[src/rtl/core/cct_pkg.sv]
`timescale 1ns / 1ps
// ----------------------------------------------------------------------------
// cct_pkg
// shared types and constants for the compare/capture timer
// ----------------------------------------------------------------------------
package cct_pkg;

    localparam int CountWidth = 32;
    localparam int CfgIndexWidth = 2;
    localparam int CfgDataWidth = 32;

    // action codes
    localparam logic [2:0] ACT_TICK        = 3'd0;
    localparam logic [2:0] ACT_START       = 3'd1;
    localparam logic [2:0] ACT_STOP        = 3'd2;
    localparam logic [2:0] ACT_CLEAR       = 3'd3;
    localparam logic [2:0] ACT_SHUTDOWN    = 3'd4;
    localparam logic [2:0] ACT_CAPTURE     = 3'd5;
    localparam logic [2:0] ACT_CLEAR_EVENT = 3'd6;
    localparam logic [2:0] ACT_WRITE_CAP   = 3'd7;

    // register indexes
    localparam logic [CfgIndexWidth-1:0] REG_BIT_WIDTH_MODE     = 2'd0;
    localparam logic [CfgIndexWidth-1:0] REG_COMPARE_VALUE      = 2'd1;
    localparam logic [CfgIndexWidth-1:0] REG_SHORTS_MODE        = 2'd2;
    localparam logic [CfgIndexWidth-1:0] REG_COMPARE_IRQ_ENABLE = 2'd3;

    // bit width modes
    localparam logic [1:0] WIDTH_8  = 2'd0;
    localparam logic [1:0] WIDTH_16 = 2'd1;
    localparam logic [1:0] WIDTH_24 = 2'd2;
    localparam logic [1:0] WIDTH_32 = 2'd3;

    // shorts modes
    localparam logic [1:0] SHORT_NONE  = 2'd0;
    localparam logic [1:0] SHORT_CLEAR = 2'd1;
    localparam logic [1:0] SHORT_STOP  = 2'd2;

    localparam logic [CountWidth-1:0] MASK_8BIT  = 32'h0000_00ff;
    localparam logic [CountWidth-1:0] MASK_16BIT = 32'h0000_ffff;
    localparam logic [CountWidth-1:0] MASK_24BIT = 32'h00ff_ffff;
    localparam logic [CountWidth-1:0] MASK_32BIT = 32'hffff_ffff;

    typedef struct packed {
        logic [2:0]            action;
        logic [CountWidth-1:0] write_value;
    } in_item_t;

    typedef struct packed {
        logic [CountWidth-1:0] capture_value;
        logic                  compare_event;
        logic                  running;
        logic                  irq_request;
    } out_item_t;

    function automatic logic [CountWidth-1:0] width_mask(input logic [1:0] mode);
        logic [CountWidth-1:0] m;
        case (mode)
            WIDTH_8:  m = MASK_8BIT;
            WIDTH_16: m = MASK_16BIT;
            WIDTH_24: m = MASK_24BIT;
            default:  m = MASK_32BIT;
        endcase
        return m;
    endfunction

endpackage

[src/rtl/core/compare_capture_timer.sv]
// each accepted transaction's result is registered, in the skid entry while a result waits
// throughput: one transaction per cycle while in_stall is low, set by the single state update
// a two-entry result buffer keeps input flowing while a result waits
// reset: counter, capture and event cleared, timer stopped and shut down,
// configuration registers zero
`timescale 1ns / 1ps
// ----------------------------------------------------------------------------
// compare_capture_timer
// timer with width select, compare event, shorts and capture register
// ----------------------------------------------------------------------------
module compare_capture_timer
    import cct_pkg::*;
(
    input  logic                     clk,
    input  logic                     rst_n,
    input  logic                     cfg_write,
    input  logic [CfgIndexWidth-1:0] cfg_index,
    input  logic [CfgDataWidth-1:0]  cfg_data,
    input  logic                     in_valid,
    output logic                     in_stall,
    input  in_item_t                 in_data,
    output logic                     out_valid,
    input  logic                     out_stall,
    output out_item_t                out_data
);

    logic [1:0]            bit_width_mode_reg;
    logic [CountWidth-1:0] compare_value_reg;
    logic [1:0]            shorts_mode_reg;
    logic                  compare_irq_enable_reg;

    logic [CountWidth-1:0] count_reg, count_next;
    logic [CountWidth-1:0] captured_reg, captured_next;
    logic                  running_reg, running_next;
    logic                  shut_down_reg, shut_down_next;
    logic                  event_reg, event_next;

    out_item_t             out_reg, skid_reg;
    logic                  out_valid_reg, skid_valid_reg;

    logic                  accept;
    logic                  out_take;
    logic [CountWidth-1:0] tick_count;
    out_item_t             result;

    assign accept   = in_valid && !skid_valid_reg;
    assign out_take = out_valid_reg && !out_stall;
    assign in_stall = skid_valid_reg;
    assign out_valid = out_valid_reg;
    assign out_data  = out_reg;

    assign tick_count = (count_reg + 32'd1) & width_mask(bit_width_mode_reg);

    always_comb
    begin
        count_next     = count_reg;
        captured_next  = captured_reg;
        running_next   = running_reg;
        shut_down_next = shut_down_reg;
        event_next     = event_reg;
        case (in_data.action)
            ACT_TICK:
            begin
                if (running_reg && !shut_down_reg)
                begin
                    count_next = tick_count;
                    if (tick_count == compare_value_reg)
                    begin
                        event_next = 1'b1;
                        if (shorts_mode_reg == SHORT_CLEAR)
                            count_next = '0;
                        else if (shorts_mode_reg == SHORT_STOP)
                            running_next = 1'b0;
                    end
                end
            end
            ACT_START:
            begin
                running_next   = 1'b1;
                shut_down_next = 1'b0;
            end
            ACT_STOP:        running_next = 1'b0;
            ACT_CLEAR:       count_next = '0;
            ACT_SHUTDOWN:
            begin
                running_next   = 1'b0;
                shut_down_next = 1'b1;
                count_next     = '0;
            end
            ACT_CAPTURE:     captured_next = shut_down_reg ? '0 : count_reg;
            ACT_CLEAR_EVENT: event_next = 1'b0;
            ACT_WRITE_CAP:   captured_next = in_data.write_value;
            default:         captured_next = captured_reg;
        endcase
        result.capture_value = captured_next;
        result.compare_event = event_next;
        result.running       = running_next;
        result.irq_request   = event_next && compare_irq_enable_reg;
    end

    // configuration registers
    always_ff @(posedge clk or negedge rst_n)
    begin
        if (!rst_n)
        begin
            bit_width_mode_reg     <= WIDTH_8;
            compare_value_reg      <= '0;
            shorts_mode_reg        <= SHORT_NONE;
            compare_irq_enable_reg <= 1'b0;
        end
        else if (cfg_write)
        begin
            case (cfg_index)
                REG_BIT_WIDTH_MODE:     bit_width_mode_reg <= cfg_data[1:0];
                REG_COMPARE_VALUE:      compare_value_reg <= cfg_data[CountWidth-1:0];
                REG_SHORTS_MODE:        shorts_mode_reg <= cfg_data[1:0];
                REG_COMPARE_IRQ_ENABLE: compare_irq_enable_reg <= cfg_data[0];
                default:                shorts_mode_reg <= shorts_mode_reg;
            endcase
        end
    end

    // timer state
    always_ff @(posedge clk or negedge rst_n)
    begin
        if (!rst_n)
        begin
            count_reg     <= '0;
            captured_reg  <= '0;
            running_reg   <= 1'b0;
            shut_down_reg <= 1'b1;
            event_reg     <= 1'b0;
        end
        else if (accept)
        begin
            count_reg     <= count_next;
            captured_reg  <= captured_next;
            running_reg   <= running_next;
            shut_down_reg <= shut_down_next;
            event_reg     <= event_next;
        end
    end

    // result register with skid entry
    always_ff @(posedge clk or negedge rst_n)
    begin
        if (!rst_n)
        begin
            out_valid_reg  <= 1'b0;
            skid_valid_reg <= 1'b0;
        end
        else if (skid_valid_reg)
        begin
            if (out_take)
                skid_valid_reg <= 1'b0;
        end
        else if (accept)
        begin
            if (!out_valid_reg || out_take)
                out_valid_reg <= 1'b1;
            else
                skid_valid_reg <= 1'b1;
        end
        else if (out_take)
        begin
            out_valid_reg <= 1'b0;
        end
    end

    always_ff @(posedge clk)
    begin
        if (skid_valid_reg)
        begin
            if (out_take)
                out_reg <= skid_reg;
        end
        else if (accept)
        begin
            if (!out_valid_reg || out_take)
                out_reg <= result;
            else
                skid_reg <= result;
        end
    end

    // skid entry only holds data behind a waiting result
    assert property (@(posedge clk) disable iff (!rst_n)
        skid_valid_reg |-> out_valid_reg)
        else $error("skid entry full while result register empty");

    // counter stays zero while shut down
    assert property (@(posedge clk) disable iff (!rst_n)
        shut_down_reg |-> (count_reg == '0) && !running_reg)
        else $error("counter active while shut down");

    // interrupt request only with a set event
    assert property (@(posedge clk) disable iff (!rst_n)
        (out_valid_reg && out_reg.irq_request) |-> out_reg.compare_event)
        else $error("interrupt request without compare event");

    // a waiting result is kept until taken
    assert property (@(posedge clk) disable iff (!rst_n)
        (out_valid_reg && out_stall) |=> out_valid_reg && $stable(out_reg))
        else $error("stalled result changed");

endmodule
[config.mk]
export PLATFORM = sky130hd
export DESIGN_NAME = compare_capture_timer
export DESIGN_NICKNAME = d
export VERILOG_FILES = /design/src/rtl/core/cct_pkg.sv /design/src/rtl/core/compare_capture_timer.sv
export SDC_FILE = /design/constraint.sdc
export NUM_CORES = 1
export LEC_CHECK = 0
export ABC_AREA = 1
export BUFFER_PORTS_ARGS = -buffer_cell sky130_fd_sc_hd__buf_2
export CAP_MARGIN = 20
export CORE_UTILIZATION = 45
export CTS_BUF_LIST = sky130_fd_sc_hd__clkbuf_2 sky130_fd_sc_hd__clkbuf_4 sky130_fd_sc_hd__clkbuf_8
export DETAILED_ROUTE_END_ITERATION = 8
export GPL_ROUTABILITY_DRIVEN = 0
export HOLD_SLACK_MARGIN = 0.1
export PLACE_DENSITY = 0.64
export SYNTH_ARGS = -nofsm -noshare
export SYNTH_HDL_FRONTEND = slang
export SYNTH_SLANG_ARGS = --single-unit
export TNS_END_PERCENT = 50
[constraint.sdc]
create_clock -name clk -period 6.9 [get_ports clk]
set_input_delay 0.69 -clock clk [delete_from_list [all_inputs] [get_ports clk]]
set_output_delay 0.69 -clock clk [all_outputs]
set_load 0.005 [all_outputs]
After elaboration in Yosys (flattened, before gate mapping)
Index checks and enable logic that the tools add are counted.
- add/subtract/negate cells: 1
- equal/unequal tests: 18
- multiplexer cells: 27
- bitwise operators: 3
- reductions and logical operators: 28
- operators with widths (kind ; number):
    2-to-1 mux 35 bit ; 4
    2-to-1 mux 32 bit ; 4
    case mux 32 bit (2 select lines) ; 2
    case mux 32 bit (3 select lines) ; 1
    adder 32 x 1 -> 32 bit (second input constant) ; 1
    bitwise AND 32 bit ; 1
    == test 32 bit ; 1
    2-to-1 mux 1 bit ; 13
    == test 3 bit (second input constant) ; 4
    AND reduction 3 bit ; 4
    AND reduction 2 bit ; 5
    nonzero test 2 bit ; 5
    == test 2 bit (second input constant) ; 4
    == test 2 x 1 -> 1 bit (second input constant) ; 3
    == test 3 x 2 -> 1 bit (second input constant) ; 2
    logical AND 1 bit ; 4
    logical NOT 1 bit ; 4
    logical NOT 2 bit ; 2
    != test 2 x 1 -> 1 bit (second input constant) ; 2
    case mux 1 bit (2 select lines) ; 2
    OR reduction 2 bit ; 2
    == test 3 x 1 -> 1 bit (second input constant) ; 1
    logical NOT 3 bit ; 1
    case mux 1 bit (3 select lines) ; 1
    other kinds (3) ; 4
- flip-flop bits (word level): 176
- input port bits: 74
- output and inout bits: 37
- word-level logic and storage cells: 96

Depth between registers and ports, before layout
Gate-level depths: netlist (run 1).
- depth in word-level cells: 11
- depth in mapped cells: 19
- gate-level depth less buffers: 19

Least setup slack after synthesis (run 1)
Ideal clock, no wire load.
- path kind: input to register
- start: input in_valid
- end: register out_reg (netlist bit out_data[0]), enable pin
- setup time: 439 ps
- arrival: 2986 ps
- required time: 6461 ps
- setup slack: 3475 ps
- stages: 5
- buffers on the path: 1
- cells stage by stage: nand2_1 clkinv_1 clkbuf_1 a21oi_1 a21oi_1
- word-level cells in the longest chain between the ends: 3
- RTL lines (what ; RTL line ; RTL):
    start: declaration ; compare_capture_timer.sv:19 ; input logic in_valid,
    logical AND 1 bit ; compare_capture_timer.sv:46 ; assign accept = in_valid && !skid_valid_reg;
    nonzero test 2 bit (no source line) ; - ;
    AND reduction 3 bit (no source line) ; - ;
    end signal: assignment ; compare_capture_timer.sv:175 ; out_reg <= skid_reg;
    end signal: assignment ; compare_capture_timer.sv:180 ; out_reg <= result;
    end: declaration ; compare_capture_timer.sv:38 ; out_item_t out_reg, skid_reg;
Every way passes these cells.
A chain may end at the register's enable or synchronous reset.

Final worst setup path (run 1)
- start: register skid_valid_reg (netlist: in_stall)
- end: register count_reg[31]
- word-level cells in the longest chain between the ends: 3
- RTL lines (what ; RTL line ; RTL):
    start: declaration ; compare_capture_timer.sv:39 ; logic out_valid_reg, skid_valid_reg;
    start signal: assignment ; compare_capture_timer.sv:150 ; skid_valid_reg <= 1'b0;
    start signal: assignment ; compare_capture_timer.sv:155 ; skid_valid_reg <= 1'b0;
    start signal: assignment ; compare_capture_timer.sv:162 ; skid_valid_reg <= 1'b1;
    logical NOT 1 bit ; compare_capture_timer.sv:46 ;
    logical AND 1 bit ; compare_capture_timer.sv:46 ;
    AND reduction 3 bit (no source line) ; - ;
    end signal: assignment ; compare_capture_timer.sv:136 ; count_reg <= count_next;
    end: declaration ; compare_capture_timer.sv:32 ; logic [CountWidth-1:0] count_reg, count_next;
Every way passes these cells.

==> results of run 1 <==
cell usage in the layout, fill, tap and decap left out, types with 4 or more instances in the layout:
cell type | netlist | final
sky130_fd_sc_hd__o211ai_1 | 33 | 33
sky130_fd_sc_hd__buf_2 | 4 | 109
sky130_fd_sc_hd__o21ai_1 | 22 | 21
sky130_fd_sc_hd__dfrtp_1 | 105 | 105
sky130_fd_sc_hd__inv_1 | 117 | 117
sky130_fd_sc_hd__nand2_1 | 385 | 385
sky130_fd_sc_hd__o21ai_0 | 57 | 57
sky130_fd_sc_hd__nor2_1 | 116 | 114
sky130_fd_sc_hd__nand2_2 | 5 | 5
sky130_fd_sc_hd__nor2_2 | 5 | 7
sky130_fd_sc_hd__buf_4 | 0 | 8
sky130_fd_sc_hd__nand3_1 | 95 | 94
sky130_fd_sc_hd__nor3_1 | 4 | 4
sky130_fd_sc_hd__clkbuf_8 | 0 | 17
sky130_fd_sc_hd__nand4_1 | 28 | 28
sky130_fd_sc_hd__edfxtp_1 | 70 | 70
sky130_fd_sc_hd__inv_8 | 0 | 4
sky130_fd_sc_hd__mux2_2 | 6 | 6
sky130_fd_sc_hd__nor2_4 | 6 | 6
sky130_fd_sc_hd__nand3_2 | 4 | 5
sky130_fd_sc_hd__a21oi_1 | 28 | 27
sky130_fd_sc_hd__nand3b_1 | 5 | 5
report_power, final:
part	total [uW]	switching, uW	internal (uW)
combinational	966	628	338
sequential	1640	174	1460
clock	700	428	272
area by class of cell:
cell class                      instances  area [um2]
Fill cell                            1881        9350
Sequential cell                       176        4760
Multi-Input combinational cell        816        3800
Timing Repair Buffer                  119         648
Inverter                              122         458
Tap cell                              265         332
Clock buffer                           19         249
Clock inverter                         13         124
worst paths after layout:
kind,start,end,slack [ns],cells after the start
max,in_stall,count_reg[31],3.34,10
min in group clk,cfg_data[21],compare_value_reg[21],0.43,2
max reg2reg,in_stall,count_reg[31],3.34,10
min,rst_n,compare_value_reg[31],0.16,1
max in group asynchronous,rst_n,count_reg[1],5.47,2
min reg2reg,skid_reg[33],out_data[33],0.52,2
cell families after synthesis:
group           after synthesis  synth area share (%)
xor+xnor                      7                 0.818
buf+inv                     166                  7.01
flops                       176                  51.8
simple gates                656                  30.5
mux                           6                 0.736
fa+ha+maj                     1                 0.136
compound gates              146                  8.97
per-stage QoR:
step	total power [uW]	utilization (%)
final	3300	52.6
after global routing	3550	52.6
after CTS	3300	52.4
after floorplan	2270	-
after global placement	2580	50.5
after detailed placement	2610	50.5
synth_stat cells, drive strengths merged:
cell type / count
a21boi: 1
a21oi: 28
a31oi: 2
buf: 14
clkbuf: 30
clkinv: 3
dfrtp: 105
dfstp: 1
edfxtp: 70
ha: 1
inv: 119
mux2: 6
nand2: 391
nand3: 99
nand3b: 6
nand4: 28
nor2: 127
nor3: 4
o211ai: 33
o21a: 1
o21ai: 79
o22ai: 2
or2: 1
xnor2: 3
xnor3: 1
xor2: 3
routing by layer:
layer / global-route usage (%) / share of wire (%) / wire (um)
met2: 34.4 / 43 / 9900
met5: 0 / 0 / 0
met1: 33.8 / 48 / 11000
met3: 3.95 / 5.9 / 1350
met4: 7.65 / 2.2 / 502
==> results list, run 1 <==
- Static timing analysis puts the maximum clock frequency at between 200 and 300 MHz.
- The H-tree was split into 4 levels.
* Floorplan die height: 145 um
* First-pass iteration count of the detailed router: 8
* Largest fanout on the critical path: 70
- Summed over all cells, the static leakage comes to roughly 0.0046 uW.
- The detail route stage leaves a number of antenna-violating nets equal to 0.
- Net count of the finished layout: 1,327
- Clock-pin transition on the worst setup and hold timing paths: 0.10 ns
- Critical path arrival: just under 4 ns
- Worst-path cell chain: inv_2 -> nand2_1 -> clkinv_1 -> buf_4 -> o21ai_1 -> nor2_1 -> inv_1 -> nor2_1 -> nand2_1 -> o21ai_1
- In this run, post-CTS hold repair placed 0 buffers.
- The die covers 0.0210 mm2.
- Final cell area excluding filler cells: around 0.010 mm2
* Horizontal die dimension: 145 um
* Share of the cycle needed by the critical path after routing: 51.7%
* Vias after detailed routing: 7,898
- STA classifies the critical path endpoint as a register.
* Main area contributors after synthesis: sky130_fd_sc_hd__dfrtp_1 (29%), sky130_fd_sc_hd__edfxtp_1 (23%), sky130_fd_sc_hd__nand2_1 (16%)
- Setup repair after global routing left no endpoint under its margin.
- First-pass GRT wire length: 36.6 mm
* Layout Cells excl Fill: 1,530
- The worst setup path is launched from a register.
- Dpl cells: 1,496
- Via count of the first global-routing pass: a little over 7k
- Cell area reported after detailed placement: 0.00995 mm2
- Iteration-0 DRC Markers: 592
- In this run the core area contains 51 standard-cell rows.
* Post-DP HPWL: 16.7 mm
- Count of synthesis-stage warnings from yosys: 0
* Post-synthesis net count: approximately 1.2k
* Post-Synthesis Cells: 1,158
- Tightest slew margin relative to the limit: 34.4%
* Initial antenna violation count: 0
- TritonCTS clock tree: done
* Sum of buffers and inverters on the critical path: 4
- The largest total area in the synthesized netlist belongs to sky130_fd_sc_hd__dfrtp_1.
- The setup path with the least slack is of type reg -> reg.
- In the routed design, unresolved DRC markers number 0.
* Largest net degree at the start of global routing: 71
* Count of different cell masters after synthesis: 36
- Area growth, synth to finish: 13.0%
- Buffers added to address setup during post-CTS repair amount to 0.
* Pre-CTS setup slack: 2.84 ns
- Clock tree synthesis inserted a total of 17 buffers.
- Synthesized cell area: 0.00917 mm2
* Setup TNS: 0 ns
- Maximum number of buffers from clock root to sink: 2
- Detail-routed via count per cell: 5.16
- In the global route stage, overall resource usage came out at 23.0%.
- In this design, the stage delay of the slowest critical-path cell is about 0.49 ns.
- Outcome: finished clean
- Hold_ws: 0.158 ns
* Cell family contributing the most delay on the critical path: buffers and inverters
- Summed over its instances, the top area cell type makes up 28.6% of the synthesized netlist area.
- Worst EP required: 7.30 ns
* Wirelength per Cell: 14.9 um
- At the later pin of the worst-skew pair, clock insertion delay measures 0.49 ns.
- For this block, the routed nets add up to 22.8 mm of wire.
* Number of max-capacitance violations reported: 0
- The clock net in this run drives a total of 176 sinks.
- 0 antenna diodes ended up in the layout.
- IR analysis of the VDD net gives a maximum drop of 0.146 mV.
- In the final layout, the share of cells above drive strength 1 is 14.9%.
- Hold violation count in the final report: 0
- Summing the sequential cell areas from Yosys gives 51.8% of the chip area.
- Slew at the pin closest to its max-slew limit: between 0.9 and 1 ns
* I/O pin total: 111
* Post_cts resized: 0
* Overflow left after global routing: 0
- Final Max Slew Viols: 0
- Total of flip-flops plus latches after synthesis: 176
* Mean instance size in the synthesized netlist: 7.92 um2
* Power per cell area: ~320 mW/mm2
- The tightest min-delay check is of the in -> async type.
- The worst path meets setup with ~3.3 ns of slack.
- Between clock sinks in the finished design, the worst skew comes to around 0.013 ns.
- Final period demand of the worst path: 3.56 ns
- Final count of negative-setup-slack endpoints: 0
* Port Buffer Count: 110
- The tree is rooted in a sky130_fd_sc_hd__clkbuf_8.
- Starting density of the core: 46.5%
- Area of the core: between 0.015 and 0.02 mm2
- The slowest stage of the critical path belongs to the cell sky130_fd_sc_hd__dfrtp_1.
(Power assumes the default switching activity.)
==> run 2, diff against run 1 <==
==> constraint.sdc (replaced) <==
create_clock -name clk -period 3.66 [get_ports clk]
set_input_delay 0.366 -clock clk [delete_from_list [all_inputs] [get_ports clk]]
set_output_delay 0.366 -clock clk [all_outputs]
set_load 0.005 [all_outputs]
==> results list, run 2 (synthesized netlist as in run 1, its figures left out) <==
- Outcome: finished clean (unchanged)
- Port Buffer Count: 110 (unchanged)
* Critical path arrival: 3.51 ns (was 3.96 ns)
* Worst hold-check path type: in -> reg (was in -> async)
* Final period demand of the worst path: 3.16 ns (was 3.56 ns)
* Post-CTS repair timing setup buffer count: 0 (unchanged)
- Clock tree root driver cell: sky130_fd_sc_hd__clkbuf_8 (unchanged)
- Power per cell area: 604 mW/mm2 (was 319 mW/mm2)
* Most frequent cells in the layout: sky130_fd_sc_hd__nand2_1 (385), sky130_fd_sc_hd__inv_1 (117), sky130_fd_sc_hd__nor2_1 (114), sky130_fd_sc_hd__buf_2 (109), sky130_fd_sc_hd__dfrtp_1 (105) (unchanged)
- Destination of the critical timing path: count_reg[2] (was count_reg[31])
- Worst-case register-to-register setup slack: 0.50 ns (was 3.34 ns)
- N_diodes: 0 (unchanged)
- Net count of the finished layout: 1,332 (was 1,327)
- The largest net degree at the start of global routing is 69 (was 71).
* Class of the most critical setup path: reg -> reg (unchanged)
- Setup slack of the critical path after layout: 0.498 ns (was 3.34 ns)
- The count of nets left with antenna violations after detail routing came to 0 (unchanged).
* Beginning of the worst register-to-register path: count_reg[1] (was in_stall)
- Share of the cycle needed by the critical path after routing: 86.4% (was 51.7%)
- The worst setup skew after layout came to 0.0109 ns (was 0.0134 ns).
- Drc violations: 0 (unchanged)
* FP Rows: 51 (unchanged)
- The wire length reported by the detailed router is 23.1 mm (was 22.8 mm).
* Clock-pin transition on the worst setup and hold timing paths: 0.10 ns (about the same)
- The family of cells with the greatest summed delay on the critical path is simple AND/OR/NAND/NOR gates (was buffers and inverters).
- Initial antenna violation count: 0 (unchanged)
- Detail-routed via count per cell: 5.12 (was 5.16)
- The setup TNS after final layout was 0 ns (unchanged).
- Number of buffers created by CTS: 17 (unchanged)
* Most common library cell in the layout ignoring fill and taps: sky130_fd_sc_hd__nand2_1 (unchanged)
- The number of clock sinks came to 176 (unchanged).
- The total number of cells along the worst setup path is 16 (was 10).
- Worst EP required: 4.01 ns (was 7.30 ns)
* Reg-to-reg endpoint: count_reg[2] (was count_reg[31])
- The number of slew-limit violations in the final report is 0 (unchanged).
- Global router's overall resource usage: 23.6% (was 23.0%)
- Endpoint type of the worst setup path: register (unchanged)
- The vertical die dimension came to 145 um (unchanged).
- Delay of the slowest cell on the worst path: 0.45 ns (was 0.49 ns)
- Unrepaired setup endpoints after global routing: no (unchanged).
- Pre-CTS setup slack: 0.613 ns (was 2.84 ns)
- First-pass GRT wire length: 37.5 mm (was 36.6 mm)
- Maximum VDD drop: 0.240 mV (was 0.146 mV)
- The count of instances resized after the clock tree is built came to 0 (unchanged).
* Largest fanout on the critical path: 26 (was 70)
- The number of global-route vias before repair was 7,133 (was 7,114).
- Layout Cells excl Fill: 1,535 (was 1,530)
- TritonCTS clock tree: done (unchanged)
- Post-DP HPWL: 16.9 mm (was 16.7 mm)
- The top achievable clock speed was 316 MHz (was 281 MHz).
* Layout cell share with drive strength beyond 1: 15.1% (was 14.9%)
- Iteration-0 DRC Markers: 676 (was 592)
- Leakage: 0.00462 uW (was 0.00458 uW)
* Dpl cells: 1,502 (was 1,496)
- I/O pin total: 111 (unchanged)
- Tightest slew margin relative to the limit: 31.6% (was 34.4%)
- The length in cells of the worst reg-to-reg path is 16 (was 10).
* Clock network latency to the later pin of the worst-skew pair: 0.47 ns (was 0.49 ns)
- The area enclosed by the die boundary was 0.0210 mm2 (unchanged).
- H-tree depth: 4 (unchanged)
- Overflow left after global routing: 0 (unchanged)
- Startpoint types: register (unchanged)
* Slew at the pin closest to its max-slew limit: 1.02 ns (was 0.982 ns)
- The core region area came to 0.0197 mm2 (unchanged).
- Hold violation count in the final report: 0 (unchanged)
- The effective utilization at floorplan came to 46.5% (unchanged).
* Final count of negative-setup-slack endpoints: 0 (unchanged)
- By instance count, the cell type seen most on the critical path is sky130_fd_sc_hd__nand2_1.
* Hold-fix buffers at CTS: 1 (was 0)
* Wirelength per Cell: 15.0 um (was 14.9 um)
- The standard cell with the maximum stage delay on the critical path is sky130_fd_sc_hd__dfrtp_1 (unchanged).
- Number of max-capacitance violations reported: 0 (unchanged)
- First-pass iteration count of the detailed router: 5 (was 8)
- Vias after detailed routing: 7,853 (was 7,898)
- Worst setup path start: count_reg[1] (was in_stall)
* Maximum number of buffers from clock root to sink: 2 (unchanged)
- Power, Total: 6300 uW (was 3300 uW)
- Worst-path cell chain: ha_1 -> nand2_1 -> nor2_4 -> nand2_2 -> nor2_2 -> nand2_1 -> nand2_1 -> nand3_1 -> nand2_1 -> nand2_1 -> nor2_1 -> nand3b_1 -> nor2_2 -> nand3b_4 -> nand2_1 -> o21ai_0 (was inv_2 -> nand2_1 -> clkinv_1 -> buf_4 -> o21ai_1 -> nor2_1 -> inv_1 -> nor2_1 -> nand2_1 -> o21ai_1).
* Area growth, synth to finish: 13.7% (was 13.0%)
* Horizontal die dimension: 145 um (unchanged)
* Sum of buffers and inverters on the critical path: 0 (was 4)
==> run 2: metal layers <==
metal,GRT usage (%),part of all wire [%],wire [um],up-vias
li1,-,-,-,4006
met1,35.6,49,11200,3529
met4,9.86,3.5,797,0
met5,0,0,0,-
met3,3.16,5.6,1300,39
met2,33.7,42,9760,279
==> run 2: cell type report <==
type,count,area (um2)
repair buffers,124,673
clock buffers,18,241
fillers,1876,9290
inverters,122,458
multi-input cells,816,3800
well taps,265,332
clock inverters,14,170
flip-flops and latches,176,4760
==> run 2: worst min path at each step <==
| stage | from | endpoint | slack (ns) | depth (start not counted) |
|---|---|---|---|---|
| 6_report | cfg_data[2] | compare_value_reg[2] | 0.12 | 2 |
| 5_1_grt | cfg_data[7] | compare_value_reg[7] | 0.12 | 2 |
| 4_1_cts | cfg_data[7] | compare_value_reg[7] | 0.11 | 2 |
| 3_5_place_dp | skid_reg[33] | out_data[33] | 0.50 | 2 |
| 3_3_place_gp | skid_reg[33] | out_data[33] | 0.50 | 2 |
| 2_1_floorplan | rst_n | bit_width_mode_reg[0] | 0.07 | 0 |
==> run 2: power breakdown <==
group / internal (uW) / switching, uW
clock: 587 / 805
sequential: 2760 / 319
combinational: 628 / 1200
total: 3970 / 2330
==> run 2: per-stage QoR <==
step                hold WS (ns)  utilization (%)  instance area (um2)
floorplan                 0.0704                -                 9170
global placement           0.499             50.8                10000
detailed placement         0.501             50.8                10000
CTS                        0.108             52.9                10400
global route               0.116             52.9                10400
finish                     0.125             52.9                10400
==> run 2: worst register-to-register path: stages, from the launching register on <==
cell                       delay (ns)
sky130_fd_sc_hd__dfrtp_1         0.45
sky130_fd_sc_hd__ha_1            0.26
sky130_fd_sc_hd__nand2_1         0.14
sky130_fd_sc_hd__nor2_4          0.23
sky130_fd_sc_hd__nand2_2         0.10
sky130_fd_sc_hd__nor2_2          0.24
sky130_fd_sc_hd__nand2_1         0.09
sky130_fd_sc_hd__nand2_1         0.08
sky130_fd_sc_hd__nand3_1         0.09
sky130_fd_sc_hd__nand2_1         0.08
sky130_fd_sc_hd__nand2_1         0.07
sky130_fd_sc_hd__nor2_1          0.20
sky130_fd_sc_hd__nand3b_1        0.12
sky130_fd_sc_hd__nor2_2          0.20
sky130_fd_sc_hd__nand3b_4        0.35
sky130_fd_sc_hd__nand2_1         0.26
sky130_fd_sc_hd__o21ai_0         0.10
